===== src/itd_pkg.sv =====
// ----------------------------------------------------------------------------
// itd_pkg
// Shared types, codes and decode helpers for the ADC/DAC bus transaction
// decoder.
// ----------------------------------------------------------------------------
package itd_pkg;

    // Bus event codes
    localparam logic [2:0] ACT_START      = 3'd0;
    localparam logic [2:0] ACT_STOP       = 3'd1;
    localparam logic [2:0] ACT_ADDR_WRITE = 3'd2;
    localparam logic [2:0] ACT_ADDR_READ  = 3'd3;
    localparam logic [2:0] ACT_DATA       = 3'd4;

    // Result kinds
    localparam logic [1:0] KIND_ADDR_OK  = 2'd0;
    localparam logic [1:0] KIND_ADDR_BAD = 2'd1;
    localparam logic [1:0] KIND_POINTER  = 2'd2;
    localparam logic [1:0] KIND_DATA     = 2'd3;

    // Targets
    localparam logic [4:0] TGT_NONE     = 5'd0;
    localparam logic [4:0] TGT_NOP      = 5'd1;
    localparam logic [4:0] TGT_GPIO_OUT = 5'd9;
    localparam logic [4:0] TGT_GPIO_IN  = 5'd10;
    localparam logic [4:0] TGT_RESET    = 5'd14;
    localparam logic [4:0] TGT_DAC_WR   = 5'd15;
    localparam logic [4:0] TGT_DAC_RD   = 5'd16;
    localparam logic [4:0] TGT_ADC      = 5'd17;
    localparam logic [4:0] TGT_MAX      = TGT_ADC;

    // Device addresses
    localparam logic [7:0] DEV_ADDR_A = 8'h10;
    localparam logic [7:0] DEV_ADDR_B = 8'h11;

    // Pointer modes (upper nibble)
    localparam logic [3:0] MODE_CONFIG   = 4'd0;
    localparam logic [3:0] MODE_DAC_WR   = 4'd1;
    localparam logic [3:0] MODE_ADC      = 4'd4;
    localparam logic [3:0] MODE_DAC_RD   = 4'd5;
    localparam logic [3:0] MODE_GPIO_RD  = 4'd6;
    localparam logic [3:0] MODE_REG_RD   = 4'd7;

    // Register select codes with special meaning
    localparam logic [3:0] SEL_NOP       = 4'd0;
    localparam logic [3:0] SEL_UNUSED    = 4'd1;
    localparam logic [3:0] SEL_RESERVED  = 4'd14;
    localparam logic [3:0] SEL_RESET     = 4'd15;

    // Word field masks
    localparam logic [15:0] MASK_CODE = 16'h0FFF;
    localparam logic [15:0] MASK_LOW  = 16'h07FF;
    localparam logic [15:0] MASK_CHAN = 16'h0007;
    localparam logic [15:0] MASK_LDAC = 16'h0003;

    typedef enum logic [2:0] {
        PH_IDLE = 3'd0,
        PH_ADDR = 3'd1,
        PH_PTR  = 3'd2,
        PH_HIGH = 3'd3,
        PH_LOW  = 3'd4
    } t_phase;

    typedef struct packed {
        logic [1:0]  kind;
        logic [4:0]  target;
        logic [3:0]  pointer_mode;
        logic [3:0]  pointer_channel;
        logic [15:0] data_word;
        logic [7:0]  pin_mask;
        logic [11:0] sample_code;
        logic [2:0]  word_channel;
        logic [10:0] low_field;
        logic [1:0]  load_mode;
        logic [6:0]  option_bits;
    } t_result;

    // Map a register select code to its target
    function automatic logic [4:0] sel_to_target(input logic [3:0] sel);
        logic [4:0] tgt;
        case (sel)
            SEL_NOP:    tgt = TGT_NOP;
            SEL_UNUSED: tgt = TGT_NONE;
            SEL_RESERVED: tgt = TGT_NONE;
            SEL_RESET:  tgt = TGT_RESET;
            default:    tgt = {1'b0, sel};
        endcase
        return tgt;
    endfunction

    // Decode a pointer byte into its target
    function automatic logic [4:0] decode_pointer(input logic [7:0] ptr,
                                                  input logic       rd_xfer);
        logic [3:0] mode;
        logic [3:0] chan;
        logic [4:0] tgt;
        mode = ptr[7:4];
        chan = ptr[3:0];
        case (mode)
            MODE_CONFIG:  tgt = sel_to_target(chan);
            MODE_DAC_WR:  tgt = TGT_DAC_WR;
            MODE_ADC:     tgt = TGT_ADC;
            MODE_DAC_RD:  tgt = TGT_DAC_RD;
            MODE_GPIO_RD: tgt = rd_xfer ? TGT_GPIO_OUT : TGT_GPIO_IN;
            MODE_REG_RD: begin
                if (chan inside {SEL_RESERVED, SEL_RESET}) begin
                    tgt = TGT_NONE;
                end else begin
                    tgt = sel_to_target(chan);
                end
            end
            default:      tgt = TGT_NONE;
        endcase
        return tgt;
    endfunction

endpackage


===== src/i2c_dac_adc_transaction_decoder.sv =====
// ----------------------------------------------------------------------------
// i2c_dac_adc_transaction_decoder
// Bus event decoder for register transactions on a 12-bit ADC/DAC device.
// ----------------------------------------------------------------------------
// Usage:
//   Input channel (i_in_valid / o_in_stall) carries one bus event per item:
//   action code and the byte it carries. Output channel (o_out_valid /
//   i_out_stall) carries address, pointer and data word results.
//   An item is taken on a clock edge with valid high and stall low.
//   An accepted item sits in the input register, is decoded and lands in
//   the result register once that register is empty or its item is taken.
//   Events that give no result (start, stop, high data byte, unexpected
//   events) just update state.
//   Throughput: one item per cycle while the receiver does not stall, set by
//   the combinational decode between the input and result registers.
//   Stall: while the receiver stalls a full result register, the input
//   register holds its item and o_in_stall rises once it is full; the
//   result payload holds steady.
//   Reset: synchronous, active low; empties both registers and returns the
//   tracker to idle with no target selected.
// ----------------------------------------------------------------------------
module i2c_dac_adc_transaction_decoder (
    input  logic        i_clk,
    input  logic        i_rst_n,
    input  logic        i_in_valid,
    output logic        o_in_stall,
    input  logic [2:0]  i_action,
    input  logic [7:0]  i_bus_byte,
    output logic        o_out_valid,
    input  logic        i_out_stall,
    output logic [1:0]  o_kind,
    output logic [4:0]  o_target,
    output logic [3:0]  o_pointer_mode,
    output logic [3:0]  o_pointer_channel,
    output logic [15:0] o_data_word,
    output logic [7:0]  o_pin_mask,
    output logic [11:0] o_sample_code,
    output logic [2:0]  o_word_channel,
    output logic [10:0] o_low_field,
    output logic [1:0]  o_load_mode,
    output logic [6:0]  o_option_bits
);
    import itd_pkg::*;

    logic       r_in_valid;
    logic [2:0] r_action;
    logic [7:0] r_bus_byte;

    logic    advance;
    logic    fire;
    logic    res_valid;
    t_result result;
    t_result out_result;

    assign fire       = r_in_valid && advance;
    assign o_in_stall = r_in_valid && !advance;

    // Input register valid
    always_ff @(posedge i_clk) begin
        if (!i_rst_n) begin
            r_in_valid <= 1'b0;
        end else if (!o_in_stall) begin
            r_in_valid <= i_in_valid;
        end
    end

    // Input register payload
    always_ff @(posedge i_clk) begin
        if (!o_in_stall && i_in_valid) begin
            r_action   <= i_action;
            r_bus_byte <= i_bus_byte;
        end
    end

    itd_decode u_decode (
        .i_clk       (i_clk),
        .i_rst_n     (i_rst_n),
        .i_fire      (fire),
        .i_action    (r_action),
        .i_bus_byte  (r_bus_byte),
        .o_res_valid (res_valid),
        .o_result    (result)
    );

    itd_out_reg u_out_reg (
        .i_clk        (i_clk),
        .i_rst_n      (i_rst_n),
        .i_load_valid (r_in_valid),
        .i_res_valid  (res_valid),
        .i_result     (result),
        .i_out_stall  (i_out_stall),
        .o_advance    (advance),
        .o_out_valid  (o_out_valid),
        .o_result     (out_result)
    );

    // Unpack result fields
    assign o_kind            = out_result.kind;
    assign o_target          = out_result.target;
    assign o_pointer_mode    = out_result.pointer_mode;
    assign o_pointer_channel = out_result.pointer_channel;
    assign o_data_word       = out_result.data_word;
    assign o_pin_mask        = out_result.pin_mask;
    assign o_sample_code     = out_result.sample_code;
    assign o_word_channel    = out_result.word_channel;
    assign o_low_field       = out_result.low_field;
    assign o_load_mode       = out_result.load_mode;
    assign o_option_bits     = out_result.option_bits;

endmodule


===== src/itd_decode.sv =====
// ----------------------------------------------------------------------------
// itd_decode
// Transaction phase tracker and single-pass event decode. Holds the
// transaction state and forms the result for the item in the input register.
// ----------------------------------------------------------------------------
module itd_decode (
    input  logic              i_clk,
    input  logic              i_rst_n,
    input  logic              i_fire,
    input  logic [2:0]        i_action,
    input  logic [7:0]        i_bus_byte,
    output logic              o_res_valid,
    output itd_pkg::t_result  o_result
);
    import itd_pkg::*;

    t_phase     r_phase, n_phase;
    logic       r_read_transfer, n_read_transfer;
    logic [4:0] r_selected_target, n_selected_target;
    logic [7:0] r_high_byte, n_high_byte;

    logic [15:0] word;
    logic [4:0]  ptr_target;
    logic        addr_ok;

    assign word       = {r_high_byte, i_bus_byte};
    assign ptr_target = decode_pointer(i_bus_byte, r_read_transfer);
    assign addr_ok    = (i_bus_byte == DEV_ADDR_A) || (i_bus_byte == DEV_ADDR_B);

    // State registers, advance only when the item is consumed
    always_ff @(posedge i_clk) begin
        if (!i_rst_n) begin
            r_phase           <= PH_IDLE;
            r_read_transfer   <= 1'b0;
            r_selected_target <= TGT_NONE;
            r_high_byte       <= 8'd0;
        end else if (i_fire) begin
            r_phase           <= n_phase;
            r_read_transfer   <= n_read_transfer;
            r_selected_target <= n_selected_target;
            r_high_byte       <= n_high_byte;
        end
    end

    // Next state and result
    always_comb begin
        n_phase           = r_phase;
        n_read_transfer   = r_read_transfer;
        n_selected_target = r_selected_target;
        n_high_byte       = r_high_byte;
        o_res_valid       = 1'b0;
        o_result          = '0;

        if (i_action == ACT_STOP) begin
            n_phase = PH_IDLE;
        end else begin
            case (r_phase)
                PH_IDLE: begin
                    if (i_action == ACT_START) begin
                        n_phase = PH_ADDR;
                    end
                end
                PH_ADDR: begin
                    if (i_action == ACT_ADDR_WRITE || i_action == ACT_ADDR_READ) begin
                        o_res_valid   = 1'b1;
                        o_result.kind = addr_ok ? KIND_ADDR_OK : KIND_ADDR_BAD;
                        if (i_action == ACT_ADDR_WRITE) begin
                            n_read_transfer = 1'b0;
                            n_phase         = PH_PTR;
                        end else begin
                            n_read_transfer = 1'b1;
                            n_phase         = PH_HIGH;
                        end
                    end
                end
                PH_PTR: begin
                    if (i_action == ACT_DATA) begin
                        o_res_valid              = 1'b1;
                        n_selected_target        = ptr_target;
                        o_result.kind            = KIND_POINTER;
                        o_result.target          = ptr_target;
                        o_result.pointer_mode    = i_bus_byte[7:4];
                        o_result.pointer_channel = i_bus_byte[3:0];
                        n_phase                  = PH_HIGH;
                    end
                end
                PH_HIGH: begin
                    if (i_action == ACT_DATA) begin
                        n_high_byte = i_bus_byte;
                        n_phase     = PH_LOW;
                    end
                end
                PH_LOW: begin
                    if (i_action == ACT_DATA) begin
                        o_res_valid           = 1'b1;
                        o_result.kind         = KIND_DATA;
                        o_result.target       = r_selected_target;
                        o_result.data_word    = word;
                        o_result.pin_mask     = word[7:0];
                        o_result.sample_code  = 12'(word & MASK_CODE);
                        o_result.word_channel = 3'((word >> 12) & MASK_CHAN);
                        o_result.low_field    = 11'(word & MASK_LOW);
                        o_result.load_mode    = 2'(word & MASK_LDAC);
                        o_result.option_bits  = word[10:4];
                        n_phase               = PH_HIGH;
                    end
                end
                default: begin
                    n_phase = PH_IDLE;
                end
            endcase
        end
    end

endmodule


===== src/itd_out_reg.sv =====
// ----------------------------------------------------------------------------
// itd_out_reg
// Result register on the output channel. Loads a new result whenever it is
// empty or its current item is being taken.
// ----------------------------------------------------------------------------
module itd_out_reg (
    input  logic              i_clk,
    input  logic              i_rst_n,
    input  logic              i_load_valid,
    input  logic              i_res_valid,
    input  itd_pkg::t_result  i_result,
    input  logic              i_out_stall,
    output logic              o_advance,
    output logic              o_out_valid,
    output itd_pkg::t_result  o_result
);
    import itd_pkg::*;

    logic    r_valid;
    t_result r_result;

    assign o_advance   = !r_valid || !i_out_stall;
    assign o_out_valid = r_valid;
    assign o_result    = r_result;

    // Valid flag
    always_ff @(posedge i_clk) begin
        if (!i_rst_n) begin
            r_valid <= 1'b0;
        end else if (o_advance) begin
            r_valid <= i_load_valid && i_res_valid;
        end
    end

    // Payload, hold while stalled
    always_ff @(posedge i_clk) begin
        if (o_advance && i_load_valid && i_res_valid) begin
            r_result <= i_result;
        end
    end

endmodule


===== config.mk =====
export PLATFORM = sky130hd
export DESIGN_NAME = i2c_dac_adc_transaction_decoder
export DESIGN_NICKNAME = d
export VERILOG_FILES = /design/src/itd_pkg.sv /design/src/i2c_dac_adc_transaction_decoder.sv /design/src/itd_decode.sv /design/src/itd_out_reg.sv
export SDC_FILE = /design/constraint.sdc
export NUM_CORES = 1
export LEC_CHECK = 0
export BUFFER_PORTS_ARGS = -buffer_cell sky130_fd_sc_hd__buf_2
export CORE_MARGIN = 2
export CORE_UTILIZATION = 44
export DETAILED_ROUTE_END_ITERATION = 10
export GPL_ROUTABILITY_DRIVEN = 0
export PLACE_DENSITY = 0.66
export SLEW_MARGIN = 20
export SYNTH_ARGS = -nofsm -noshare
export SYNTH_HDL_FRONTEND = slang
export SYNTH_HIERARCHICAL = 1
export SYNTH_SLANG_ARGS = --single-unit

===== constraint.sdc =====
create_clock -name i_clk -period 7.9 [get_ports i_clk]
set_input_delay 2.37 -clock i_clk [delete_from_list [all_inputs] [get_ports i_clk]]
set_output_delay 2.37 -clock i_clk [all_outputs]
set_load 0.02 [all_outputs]

# ---- After elaboration in Yosys (flattened, before gate mapping)
# Index checks and enable logic that the tools add are counted.
dict set report totals {
  in_bits 15
  regBits 104
  output_inout_bits 76
}
dict set report classes {
  muxes 22
  n_eq_ne 22
  reduce_logical 25
  bitwise_logic 4
}
# op count
set ops {}
lappend ops {{case mux 5 bit (6 select lines)} 1}
lappend ops {{== test 4 x 3 -> 1 bit (second input constant)} 4}
lappend ops {{== test 8 x 5 -> 1 bit (second input constant)} 2}
lappend ops {{two-way mux 15 bit} 1}
lappend ops {{two-way mux 3 bit} 5}
lappend ops {{== test 3 x 2 -> 1 bit (second input constant)} 4}
lappend ops {{!= test 3 x 1 -> 1 bit (second input constant)} 4}
lappend ops {{case mux 3 bit (4 select lines)} 1}
lappend ops {{case mux 4 bit (3 select lines)} 1}
lappend ops {{AND reduction 4 bit} 3}
lappend ops {{case mux 5 bit (2 select lines)} 1}
lappend ops {{== test 4 x 1 -> 1 bit (second input constant)} 2}
lappend ops {{== test 4 bit (second input constant)} 2}
lappend ops {{logical NOT 4 bit} 2}
lappend ops {{two-way mux 7 bit} 1}
lappend ops {{== test 3 x 1 -> 1 bit (second input constant)} 2}
lappend ops {{== test 3 bit (second input constant)} 2}
lappend ops {{logical NOT 3 bit} 2}
lappend ops {{two-way mux 1 bit} 6}
lappend ops {{case mux 2 bit (3 select lines)} 1}
lappend ops {{OR reduction 3 bit} 2}
lappend ops {{logical AND 1 bit} 5}
lappend ops {{two-way mux 5 bit} 1}
lappend ops {{AND reduction 5 bit} 1}
lappend ops {{other kinds (7)} 17}

# ---- Logic depth before layout (Yosys ltp)
dict set report depth {
  depth_word 7
  mapped_depth 6
  mapped_depth_nobuf 6
}

# ---- By module
# The synthesis kept the hierarchy.
# module instances cells_per_inst seq_area_each_um2 area_each_um2
set by_module_without_submodules {}
lappend by_module_without_submodules {itd_out_reg 1 79 2242.2 2268.4}
lappend by_module_without_submodules {itd_decode 1 220 340.3 1682.9}
lappend by_module_without_submodules {i2c_dac_adc_transaction_decoder 1 16 350.3 384.1}

# ---- Worst setup path before layout
# No wires, ideal clock.
dict set report synth_timing {
  path_kind {input -> register}
  startpoint {input port i_out_stall}
  endpoint {register u_out_reg.r_result (netlist bit u_out_reg/o_result[0]), enable pin}
  n_path_buf 0
  required_time_ps 7369
  t_arrival_ps 5978
  cell_stages 1
  slack_ps 1391
  cell_sequence {a21oi_1}
}
dict set report synth_via {
  elab_chain_len 4
}
# item line_no
set synth_lines {}
lappend synth_lines {{start, declared} i2c_dac_adc_transaction_decoder.sv:30} ;# input logic i_out_stall,
lappend synth_lines {{logical NOT 1 bit} itd_out_reg.sv:22} ;# assign o_advance = !r_valid || !i_out_stall;
lappend synth_lines {{logical OR 1 bit} itd_out_reg.sv:22}
lappend synth_lines {{logical AND 1 bit (2 in series)} itd_out_reg.sv:37} ;# if (o_advance && i_load_valid && i_res_valid) begin
lappend synth_lines {{end signal, assigned} itd_out_reg.sv:38} ;# r_result <= i_result;
lappend synth_lines {{end, declared} itd_out_reg.sv:20} ;# t_result r_result;
# No other way between the ends.
# A chain may end at the register's enable or synchronous reset.

# ---- Final worst setup path
dict set report layout_timing {
  startpoint {input port i_out_stall}
  endpoint {output port o_in_stall}
}
dict set report layout_via {
  elab_chain_len 4
}
# item line_no
set layout_lines {}
lappend layout_lines {{logical NOT 1 bit} itd_out_reg.sv:22}
lappend layout_lines {{logical OR 1 bit} itd_out_reg.sv:22}
lappend layout_lines {{via advance} i2c_dac_adc_transaction_decoder.sv:49} ;# logic advance;
lappend layout_lines {{logical NOT 1 bit} i2c_dac_adc_transaction_decoder.sv:56} ;# assign o_in_stall = r_in_valid && !advance;
lappend layout_lines {{logical AND 1 bit} i2c_dac_adc_transaction_decoder.sv:56}
lappend layout_lines {{end, declared} i2c_dac_adc_transaction_decoder.sv:26} ;# output logic o_in_stall,
# The timed path passes the listed nets, and every way through them passes these cells.

==> impl_metrics.json <==
{
  "status": "finished clean",
  "m1WireLength_microns": 3060,
  "synthSimpleGateAreaFrac_pct": 12.6,
  "htreeDepth": 3,
  "fmax_mhz": 190,
  "wl_per_cell_microns": 14.0,
  "syn2layout_area_growth_pct": 9.75,
  "tns_ps": 0,
  "hold_class": "flop to flop",
  "grt_pass1_wl_microns": 10500,
  "synthMuxAreaShare_pct": 1.85,
  "ys_warn_count": 6,
  "synth_compound_area_share_pct": 7.79,
  "cts.repair.resized": 0,
  "synth_top_family_by_area": "simple AND/OR/NAND/NOR gates",
  "grt-ovfl-total": 0,
  "synth_cells": 315,
  "cts-root-buf": "clkbuf_8",
  "clkSinkCount": 104,
  "worst-path-max-fanout": 3,
  "cp-end-kind": "output port",
  "avgSynthCellArea_sq_um": 13.8,
  "numPortBuffers": 90,
  "num_antenna_cells": 0,
  "worstMarginPinSlew_ps": 928,
  "wl_microns": 6970,
  "required_ps": 5530,
  "drv_cap": 0,
  "ant_nets": 0,
  "synthXorXnorAreaFrac_pct": 0.202,
  "antenna_found_initial": 0,
  "die_h_microns": 103,
  "route.detailed.drc": 0,
  "slew_violations": 0,
  "crit_arrival_ps": 2890,
  "pwr-share-clk_pct": 32.9,
  "yosysMostFrequentCell": "edfxtp_1",
  "p_per_area_nw_per_um2": 197,
  "die_x_microns": 103,
  "period_needed_ps": 5260,
  "hpwlAfterDp_microns": 4610,
  "post_synth_main_area_contributors": "edfxtp_1, dfxtp_1, buf_4",
  "initialDrtViolationCount": 95,
  "post-route-period-util_pct": 66.6,
  "path_clk_slew_ps": 100,
  "path_class": "primary input to output port",
  "drive_gt1_share_pct": 33.2,
  "grt.total_usage_pct": 13.2,
  "finalSetupViolations": 0,
  "timing.hold.ws_ps": 467,
  "ioPinCount": 91,
  "grt_max_degree": 75,
  "relSlewSlack_pct": 38.1,
  "drt_first_pass_iters": 4,
  "coreArea_sq_um": 9680,
  "rsz0062_at_grt": "no",
  "dr_wl_met2_microns": 3370,
  "p_leak_nw": 1.76,
  "synth_top_area_share_pct": 58.9,
  "syn_nets": 330,
  "p_int_mw": 0.724,
  "yosys-top-cells-count": "edfxtp_1, buf_4, dfxtp_1",
  "vias": 2405,
  "swShare_pct": 22.7,
  "critPathLaunchType": "primary input",
  "async_flop_share_pct": 0,
  "final_net_count": 374,
  "cts.path.max_buffers": 2,
  "cts_setup_buffers": 0,
  "synth_top_area_cell": "edfxtp_1",
  "synthDistinctLibCells": 54,
  "ys_ff_latch": 104,
  "core.rowCount": 36,
  "grt_pass1_vias": 2144,
  "switching_power_mw": 0.212,
  "die_area_sq_um": 10700,
  "fin_util_pct": 49.1,
  "routed_via_density": 4.84,
  "synth_area_sq_um": 4340,
  "skew_ps": 11.0,
  "numCtsBuffers": 9,
  "synthAdderAreaFrac_pct": 0,
  "start_util_pct": 44.8,
  "ys.flop_type": "edfxtp_1",
  "hold_viol_final": 0,
  "top_layer_used": "met4",
  "ys_seq_area_share_pct": 67.6,
  "synth_edf_count": 85,
  "power_frac_seq_pct": 64.1,
  "vdd_drop_max_uv": 81.2,
  "clk_latency_ps": 370,
  "p_comb_share_pct": 3.0,
  "cts_tree": "done",
  "hold_buffers": 0,
  "met3_length_microns": 402
}
## worst max-delay path, stage by stage
cell and delay (ps):
buf_2 120, nand2_2 90, nor2b_4 130, buf_2 170
## power by group through the flow
stage / Clock (mW) / Combinational [mW] / Sequential [mW]
floorplan: 0 / 0.0226 / 0.608
global placement: 0 / 0.0273 / 0.613
detailed placement: 0 / 0.0280 / 0.613
CTS: 0.318 / 0.0280 / 0.600
global route: 0.335 / 0.0308 / 0.602
finish: 0.308 / 0.0279 / 0.600
## kinds of logic (layout without fill, tap and decap cells)
group	Yosys count	after routing
AO/OA/AOI/OAI	46	46
XOR/XNOR	1	1
buffers and inverters	65	114
flip-flops	104	104
multiplexers	8	8
AND/OR/NAND/NOR	91	91
## state kept, by name, summed over array words and instances, names as in the netlist
name                        cells
r_action                        3
u_out_reg/o_result             74
u_decode/r_phase                3
u_out_reg/o_out_valid           1
u_decode/r_high_byte            8
u_decode/r_read_transfer        1
u_decode/r_selected_target      5
r_in_valid                      1
r_bus_byte                      8
## area by class of cell
cell class	instances	area (sq um)
Sequential cell	104	2930
Timing Repair Buffer	92	465
Tap cell	133	166
Clock buffer	9	124
Clock inverter	7	62.6
Fill cell	854	4930
Multi-Input combinational cell	146	985
Inverter	6	22.5
## routing by layer
metal	GRT usage [%]	vias up
met3	3.49	12
li1	-	1184
met1	16.2	1132
met5	0	-
met2	21.7	77
met4	6.78	0
## metrics by stage
step | power [mW] | instance area (sq um) | setup slack, ps | std cells
after floorplan | 0.631 | 4340 | 1390 | 315
after detailed placement | 0.641 | 4570 | 2640 | 481
after CTS | 0.947 | 4760 | 2630 | 497
after global routing | 0.967 | 4760 | 2610 | 497
final | 0.936 | 4760 | 2640 | 497
after global placement | 0.640 | 4570 | 2660 | 481
## worst paths after layout
| path | cells after the start | to | startpoint | slack [ps] |
|---|---|---|---|---|
| max reg2reg | 6 | u_out_reg/o_result[72]$_DFFE_PP_ | r_action[1]$_DFFE_PP_ | 4880 |
| min reg2reg | 2 | u_decode/r_selected_target[4]$_SDFFE_PN0P_ | u_decode/r_selected_target[4]$_SDFFE_PN0P_ | 470 |
| max | 4 | o_in_stall | i_out_stall | 2640 |
| min | 2 | u_decode/r_selected_target[4]$_SDFFE_PN0P_ | u_decode/r_selected_target[4]$_SDFFE_PN0P_ | 470 |
## layout by cell type (no fill, tap or decap), types with 3 or more instances in the layout
| cell | synthesis | final |
|---|---|---|
| nand3_1 | 7 | 7 |
| a21oi_1 | 6 | 5 |
| nor2_1 | 8 | 8 |
| mux2i_1 | 8 | 8 |
| buf_2 | 12 | 90 |
| dfxtp_1 | 19 | 19 |
| o21a_1 | 4 | 4 |
| inv_1 | 6 | 6 |
| o21ai_0 | 5 | 5 |
| and2_1 | 17 | 17 |
| nor2b_1 | 12 | 12 |
| edfxtp_1 | 85 | 85 |
| nand2_2 | 3 | 3 |
| o21ai_1 | 8 | 8 |
| clkinv_4 | 0 | 3 |
| nand2_1 | 16 | 16 |
| nor3_1 | 3 | 3 |
| clkbuf_8 | 0 | 9 |
| and3_1 | 12 | 12 |
No activity file was read; power rests on OpenSTA's default activity.
